**config.mk**
```make
export PLATFORM = sky130hd
export DESIGN_NAME = lscd_ctrl
export DESIGN_NICKNAME = d
export VERILOG_FILES = /design/src/lscd_pkg.sv /design/src/lscd_ctrl.sv
export SDC_FILE = /design/constraint.sdc
export NUM_CORES = 1
export LEC_CHECK = 0
export BUFFER_PORTS_ARGS = -buffer_cell sky130_fd_sc_hd__buf_2
export CAP_MARGIN = 20
export CORE_ASPECT_RATIO = 0.9
export CORE_UTILIZATION = 61
export CTS_BUF_LIST = sky130_fd_sc_hd__clkbuf_8
export DETAILED_ROUTE_END_ITERATION = 12
export PLACE_DENSITY = 0.83
export SYNTH_ARGS = -nofsm -noshare
export SYNTH_HDL_FRONTEND = slang
export SYNTH_SLANG_ARGS = --single-unit
```
**constraint.sdc**
```tcl
create_clock -name clk -period 3.5 [get_ports clk]
set_input_delay 0.7 -clock clk [delete_from_list [all_inputs] [get_ports clk]]
set_output_delay 0.7 -clock clk [all_outputs]
set_load 0.02 [all_outputs]
```
**src/lscd_pkg.sv**
```systemverilog
// shared constants, types and codes for the latin square cell domain block
// no dependencies; used by every module under src
package lscd_pkg;

	localparam int MAX_ORDER = 32;
	localparam int IDX_W     = $clog2(MAX_ORDER);
	localparam int NUM_W     = IDX_W + 1;
	localparam int ADDR_W    = 2 * IDX_W;
	localparam int DEPTH     = MAX_ORDER * MAX_ORDER;
	localparam int CELL_W    = 6;

	localparam logic [CELL_W-1:0] CELL_EMPTY  = '1;
	localparam logic [NUM_W-1:0]  ORDER_RESET = NUM_W'(MAX_ORDER);
	localparam logic [NUM_W-1:0]  ORDER_MAX   = NUM_W'(MAX_ORDER);

	localparam logic OP_WRITE = 1'b0;
	localparam logic OP_QUERY = 1'b1;

	localparam int          PADDR_W    = 3;
	localparam logic [PADDR_W-1:0] REG_ORDER = 3'd0;

	typedef struct packed {
		logic              rd;
		logic              wr;
		logic [ADDR_W-1:0] addr;
		logic [CELL_W-1:0] wdata;
	} mem_req_t;

endpackage

```
**src/lscd_ctrl.sv**
```systemverilog
// query sequencer: scans the row and column through the store, builds the
// used mask and count, then sends the free values; depends on lscd_pkg
module lscd_ctrl (
	input  logic                        clk,
	input  logic                        arst_n,
	input  logic [lscd_pkg::NUM_W-1:0]  order,
	input  logic                        in_valid,
	output logic                        in_stall,
	input  logic                        opcode,
	input  logic [4:0]                  row,
	input  logic [4:0]                  col,
	input  logic signed [5:0]           cell_value,
	output logic                        out_valid,
	input  logic                        out_stall,
	output logic [4:0]                  free_value,
	output logic [5:0]                  domain_size,
	output logic                        none_free,
	output logic                        last,
	output lscd_pkg::mem_req_t          req,
	input  logic [lscd_pkg::CELL_W-1:0] rdata,
	input  logic                        clr_busy
);

	typedef enum logic [1:0] {ST_IDLE, ST_READ, ST_WAIT, ST_EMIT} state_t;

	state_t                        state_q;
	logic [lscd_pkg::IDX_W-1:0]    row_q;
	logic [lscd_pkg::IDX_W-1:0]    col_q;
	logic [lscd_pkg::NUM_W-1:0]    n_q;
	logic [lscd_pkg::NUM_W-1:0]    step_q;
	logic                          rd_s1;
	logic [lscd_pkg::MAX_ORDER-1:0] mask_q;
	logic [lscd_pkg::NUM_W-1:0]    cnt_q;
	logic [lscd_pkg::IDX_W-1:0]    j_q;
	logic [lscd_pkg::NUM_W-1:0]    emitted_q;
	logic                          out_valid_q;
	logic [4:0]                    free_value_q;
	logic [5:0]                    domain_size_q;
	logic                          none_free_q;
	logic                          last_q;

	logic                          in_accept;
	logic [lscd_pkg::NUM_W-1:0]    n_eff;
	logic [lscd_pkg::NUM_W-1:0]    last_step;
	logic [lscd_pkg::IDX_W-1:0]    sidx;
	logic [lscd_pkg::IDX_W-1:0]    vidx;
	logic                          hit;
	logic                          fresh;
	logic [lscd_pkg::NUM_W-1:0]    size;
	logic                          can_load;
	logic                          is_last;
	logic                          emit_load;

	assign in_stall  = (state_q != ST_IDLE) | clr_busy;
	assign in_accept = in_valid & ~in_stall;

	always_comb begin
		if (order == '0) begin
			n_eff = lscd_pkg::NUM_W'(1);
		end else if (order > lscd_pkg::ORDER_MAX) begin
			n_eff = lscd_pkg::ORDER_MAX;
		end else begin
			n_eff = order;
		end
	end

	// 2n reads: even steps walk the row, odd steps walk the column
	assign last_step = lscd_pkg::NUM_W'({n_q, 1'b0} - 1'b1);
	assign sidx      = step_q[lscd_pkg::IDX_W:1];

	always_comb begin
		req       = '0;
		req.wdata = cell_value;
		if (state_q == ST_READ) begin
			req.rd   = 1'b1;
			req.addr = step_q[0] ? {sidx, col_q} : {row_q, sidx};
		end else begin
			req.wr   = in_accept & (opcode == lscd_pkg::OP_WRITE);
			req.addr = {row[lscd_pkg::IDX_W-1:0], col[lscd_pkg::IDX_W-1:0]};
		end
	end

	// negative cells and values outside the order leave the mask alone
	assign vidx  = rdata[lscd_pkg::IDX_W-1:0];
	assign hit   = rd_s1 & ~rdata[lscd_pkg::CELL_W-1] & ({1'b0, vidx} < n_q);
	assign fresh = hit & ~mask_q[vidx];

	assign size     = n_q - cnt_q;
	assign can_load = ~out_valid_q | ~out_stall;
	assign is_last  = (emitted_q + 1'b1) == size;

	// output register loads on a free value or on the empty-domain result
	assign emit_load = (state_q == ST_EMIT) & can_load & ((size == '0) | ~mask_q[j_q]);

	always_ff @(posedge clk or negedge arst_n) begin
		if (!arst_n) begin
			state_q       <= ST_IDLE;
			row_q         <= '0;
			col_q         <= '0;
			n_q           <= lscd_pkg::ORDER_RESET;
			step_q        <= '0;
			rd_s1         <= 1'b0;
			mask_q        <= '0;
			cnt_q         <= '0;
			j_q           <= '0;
			emitted_q     <= '0;
			out_valid_q   <= 1'b0;
			free_value_q  <= '0;
			domain_size_q <= '0;
			none_free_q   <= 1'b0;
			last_q        <= 1'b0;
		end else begin
			rd_s1       <= (state_q == ST_READ);
			out_valid_q <= emit_load | (out_valid_q & out_stall);
			if (fresh) begin
				mask_q[vidx] <= 1'b1;
				cnt_q        <= cnt_q + 1'b1;
			end
			case (state_q)
				ST_IDLE: begin
					if (in_accept && opcode == lscd_pkg::OP_QUERY) begin
						row_q     <= row[lscd_pkg::IDX_W-1:0];
						col_q     <= col[lscd_pkg::IDX_W-1:0];
						n_q       <= n_eff;
						step_q    <= '0;
						mask_q    <= '0;
						cnt_q     <= '0;
						j_q       <= '0;
						emitted_q <= '0;
						state_q   <= ST_READ;
					end
				end
				ST_READ: begin
					step_q <= step_q + 1'b1;
					if (step_q == last_step) begin
						state_q <= ST_WAIT;
					end
				end
				ST_WAIT: begin
					// last read data is marked in this cycle
					state_q <= ST_EMIT;
				end
				ST_EMIT: begin
					if (size == '0) begin
						if (can_load) begin
							free_value_q  <= '0;
							domain_size_q <= '0;
							none_free_q   <= 1'b1;
							last_q        <= 1'b1;
							state_q       <= ST_IDLE;
						end
					end else if (mask_q[j_q]) begin
						j_q <= j_q + 1'b1;
					end else if (can_load) begin
						free_value_q  <= 5'(j_q);
						domain_size_q <= 6'(size);
						none_free_q   <= 1'b0;
						last_q        <= is_last;
						emitted_q     <= emitted_q + 1'b1;
						j_q           <= j_q + 1'b1;
						if (is_last) begin
							state_q <= ST_IDLE;
						end
					end
				end
				default: begin
					state_q <= ST_IDLE;
				end
			endcase
		end
	end

	assign out_valid   = out_valid_q;
	assign free_value  = free_value_q;
	assign domain_size = domain_size_q;
	assign none_free   = none_free_q;
	assign last        = last_q;

`ifndef ASSERT_OFF
	a_none_free_last: assert property (@(posedge clk) disable iff (!arst_n)
		out_valid_q && none_free_q |-> last_q)
		else $error("none_free result without last");

	a_cnt_bound: assert property (@(posedge clk) disable iff (!arst_n)
		state_q != ST_IDLE |-> cnt_q <= n_q)
		else $error("used count above order");

	a_emit_bound: assert property (@(posedge clk) disable iff (!arst_n)
		state_q == ST_EMIT && size != '0 |-> emitted_q < size)
		else $error("more results than domain size");

	a_step_bound: assert property (@(posedge clk) disable iff (!arst_n)
		state_q == ST_READ |-> step_q <= last_step)
		else $error("read step beyond row and column");

	a_no_read_in_clear: assert property (@(posedge clk) disable iff (!arst_n)
		clr_busy |-> !req.wr && state_q == ST_IDLE)
		else $error("store access during clearing pass");
`endif

endmodule

```
==> flow_summary.json <==
{
  "status": "finished clean",
  "finalMaxSlewViolations": 0,
  "dp_cells": 704,
  "final_antenna_net_count": 0,
  "grt_pass1_vias": 4461,
  "cts_tree": "yes",
  "cp.arrival_ns": 3.41,
  "die_x_um": 100.6,
  "syn_inst": 565,
  "layout-drive-gt1-share": 0.1764,
  "syn_area_per_cell_sq_um": 9.454,
  "switching_power_mw": 2.516,
  "relSlewSlack": 0.3544,
  "clockBufferDepth": 2,
  "clock_latency_ns": 0.36,
  "utilization": 0.6847,
  "rows": 32,
  "postPlaceCellArea_sq_um": 5640,
  "design.die.area_sq_um": 9135,
  "synth_edf_count": 0,
  "fillCellCount": 670,
  "total_power_mw": 5.649,
  "initial_core_util": 0.6263,
  "wl_per_cell_um": 17.30,
  "fp.coreArea_sq_um": 8528,
  "intPower_mw": 3.133,
  "drv_cap": 0,
  "ctsResizeCount": 0,
  "grt_usage": 0.2978,
  "switching_share": 0.4454,
  "numPortBuffers": 54,
  "rsz0062_at_grt": "no",
  "antenna_found_initial": 0,
  "worstSetupPathType": "flop to flop",
  "yosys_warnings": 0,
  "power_leakage_nw": 2.774,
  "clock_sinks": 88,
  "power.share.sequential": 0.335,
  "num_io_pins": 67,
  "ys_ff_latch": 88,
  "cts-hold-fix-buffers": 0,
  "yosysTopAreaCell": "dfrtp_1",
  "die_y_um": 90.78,
  "p_clk_frac": 0.126,
  "worst_setup_path_start_kind": "flop",
  "critPathRequiredTime_ns": 3.75,
  "cp_max_fo": 6,
  "endpoint_kind": "flop",
  "cts_buffers": 9,
  "crit_family": "compound AO/OA/AOI/OAI gates",
  "hold_viol_final": 0,
  "async_flop_share": 1.000,
  "finalWirelength_mm": 12.46,
  "ys.flop_type": "dfrtp_1",
  "root_buffer": "clkbuf_8",
  "nets": 649,
  "cts.reportedPaths.clkPinSlew_ns": 0.09,
  "hp-class": "input port to asynchronous set/reset pin",
  "ys_seq_area_frac": 0.4125,
  "fin_skew_ns": 0.01450,
  "worst_pin_slew_ns": 0.9684,
  "finalSetupTns_ns": 0,
  "syn_area_sq_um": 5341,
  "htreeDepth": 3,
  "grt_pass1_wl_mm": 21.53,
  "antenna_cells": 0,
  "grt_start_max_net_pins": 77,
  "cts_setup_buffers": 0,
  "drtIter0Drc": 441,
  "drc": 0,
  "place_congestion": 0.8817,
  "yosys.cell_types.count": 55,
  "max_stage_delay_ns": 0.42,
  "p_comb_frac": 0.539,
  "finalSetupViolCount": 0,
  "final_cells": 720,
  "max_freq_mhz": 316.5,
  "period_share": 0.9026,
  "worstPathCellList": "inv_1 -> ha_1 -> inv_1 -> fa_1 -> a21o_1 -> a21oi_1 -> xnor2_1 -> or2_2 -> nor3_1 -> o211ai_1 -> buf_4 -> mux2_2",
  "gr-total-overflow": 0,
  "period_needed_ns": 3.159,
  "synth_most_common_cell": "dfrtp_1",
  "first_pass_iters": 6,
  "p_per_area_nw_per_um2": 967.4,
  "via_per_inst": 6.276,
  "cp_slowest_cell": "dfrtp_1",
  "dp_hpwl_mm": 8.735,
  "synth_commonest_cells": "dfrtp_1, nand2_1, nor2_1",
  "synth_nets": 618,
  "path_buf_inv": 3,
  "vias": 4519,
  "synth_top_cell_area_share": 0.4076,
  "cpMostUsedCell": "inv_1",
  "stdcell_area_sq_um": 5839,
  "vdd_ir_drop_max_mv": 0.4594,
  "yosys-top-cells-area": "dfrtp_1, mux2i_1, mux4_2, nand2_1, a31oi_1",
  "area_growth_syn_to_layout_pct": 9.323
}
through the flow:
stage          hold slack, ns  worst slack (ns)
4_1_cts                0.4857            0.3441
6_report               0.4709            0.3409
3_3_place_gp           0.4578            0.3024
5_1_grt                0.4979            0.1181
3_5_place_dp           0.4656            0.2421
2_1_floorplan          0.4044            0.5798
registers in the layout, summed over array words and instances (netlist names), 2 cells and up:
signal and count:
mask_q 32, cnt_q 6, domain_size 6, emitted_q 6
n_q 6, step_q 6, col_q 5, free_value 5
j_q 5, row_q 5, state_q 2
logic make-up after synthesis:
group / count (synthesis) / share of synthesized area
compound gates: 122 / 0.1565
fa+ha+maj: 19 / 0.04591
flops: 88 / 0.4125
xor+xnor: 19 / 0.03631
buf+inv: 70 / 0.05692
simple gates: 198 / 0.1708
mux: 49 / 0.1211
area by class of cell:
| cell class | count | area (sq um) | share of cell area |
|---|---|---|---|
| Sequential cell | 88 | 2203 | 0.3773 |
| Clock buffer | 10 | 137.6 | 0.02357 |
| Timing Repair Buffer | 66 | 362.8 | 0.06214 |
| Tap cell | 119 | 148.9 | 0.02550 |
| Clock inverter | 6 | 61.31 | 0.01050 |
| Inverter | 24 | 90.09 | 0.01543 |
| Multi-Input combinational cell | 407 | 2835 | 0.4855 |
layer usage:
layer | track usage | vias to the layer above | share of wire
met5 | 0 | - | 0
met4 | 0.1014 | 0 | 0.019
met2 | 0.4606 | 180 | 0.48
li1 | - | 2092 | -
met1 | 0.4201 | 2221 | 0.43
met3 | 0.05805 | 26 | 0.070
power by group through the flow:
stage,Clock [mW],Combinational [mW],Sequential (mW)
final,0.713,3.04,1.89
after global routing,0.762,3.37,1.95
after CTS,0.725,3.03,1.88
after detailed placement,0,3.00,1.90
after global placement,0,2.86,1.87
after floorplan,0,2.31,1.82
final timing paths:
check | start | to | slack, ns | cells past startpoint
min | arst_n | free_value[3] | 0.47 | 1
max reg2reg | n_q[0] | domain_size[4] | 0.34 | 12
min in group clk | col_q[4] | col_q[4] | 0.48 | 2
min reg2reg | col_q[4] | col_q[4] | 0.48 | 2
max in group asynchronous | arst_n | state_q[0] | 2.30 | 2
max | n_q[0] | domain_size[4] | 0.34 | 12
worst reg2reg max path, cell delays in order (launching register included):
cell and delay (ns):
dfrtp_1 0.42, inv_1 0.14, ha_1 0.18, inv_1 0.05
fa_1 0.42, a21o_1 0.18, a21oi_1 0.25, xnor2_1 0.15
or2_2 0.31, nor3_1 0.31, o211ai_1 0.19, buf_4 0.20
mux2_2 0.27
cell usage in the layout (no fill, tap or decap), types with 10 or more instances in the layout:
cell type / Yosys / layout
mux2i_1: 32 / 32
buf_2: 6 / 53
o21ai_0: 14 / 14
a31oi_1: 36 / 36
clkbuf_8: 0 / 10
a21oi_1: 21 / 21
nand3_1: 16 / 16
inv_1: 24 / 25
ha_1: 18 / 18
nor2_1: 59 / 59
nand2_1: 68 / 68
dfrtp_1: 87 / 87
xnor2_1: 12 / 12
nor3_1: 10 / 10
mux4_2: 12 / 12
buf_4: 9 / 13
(Power assumes the default switching activity.)
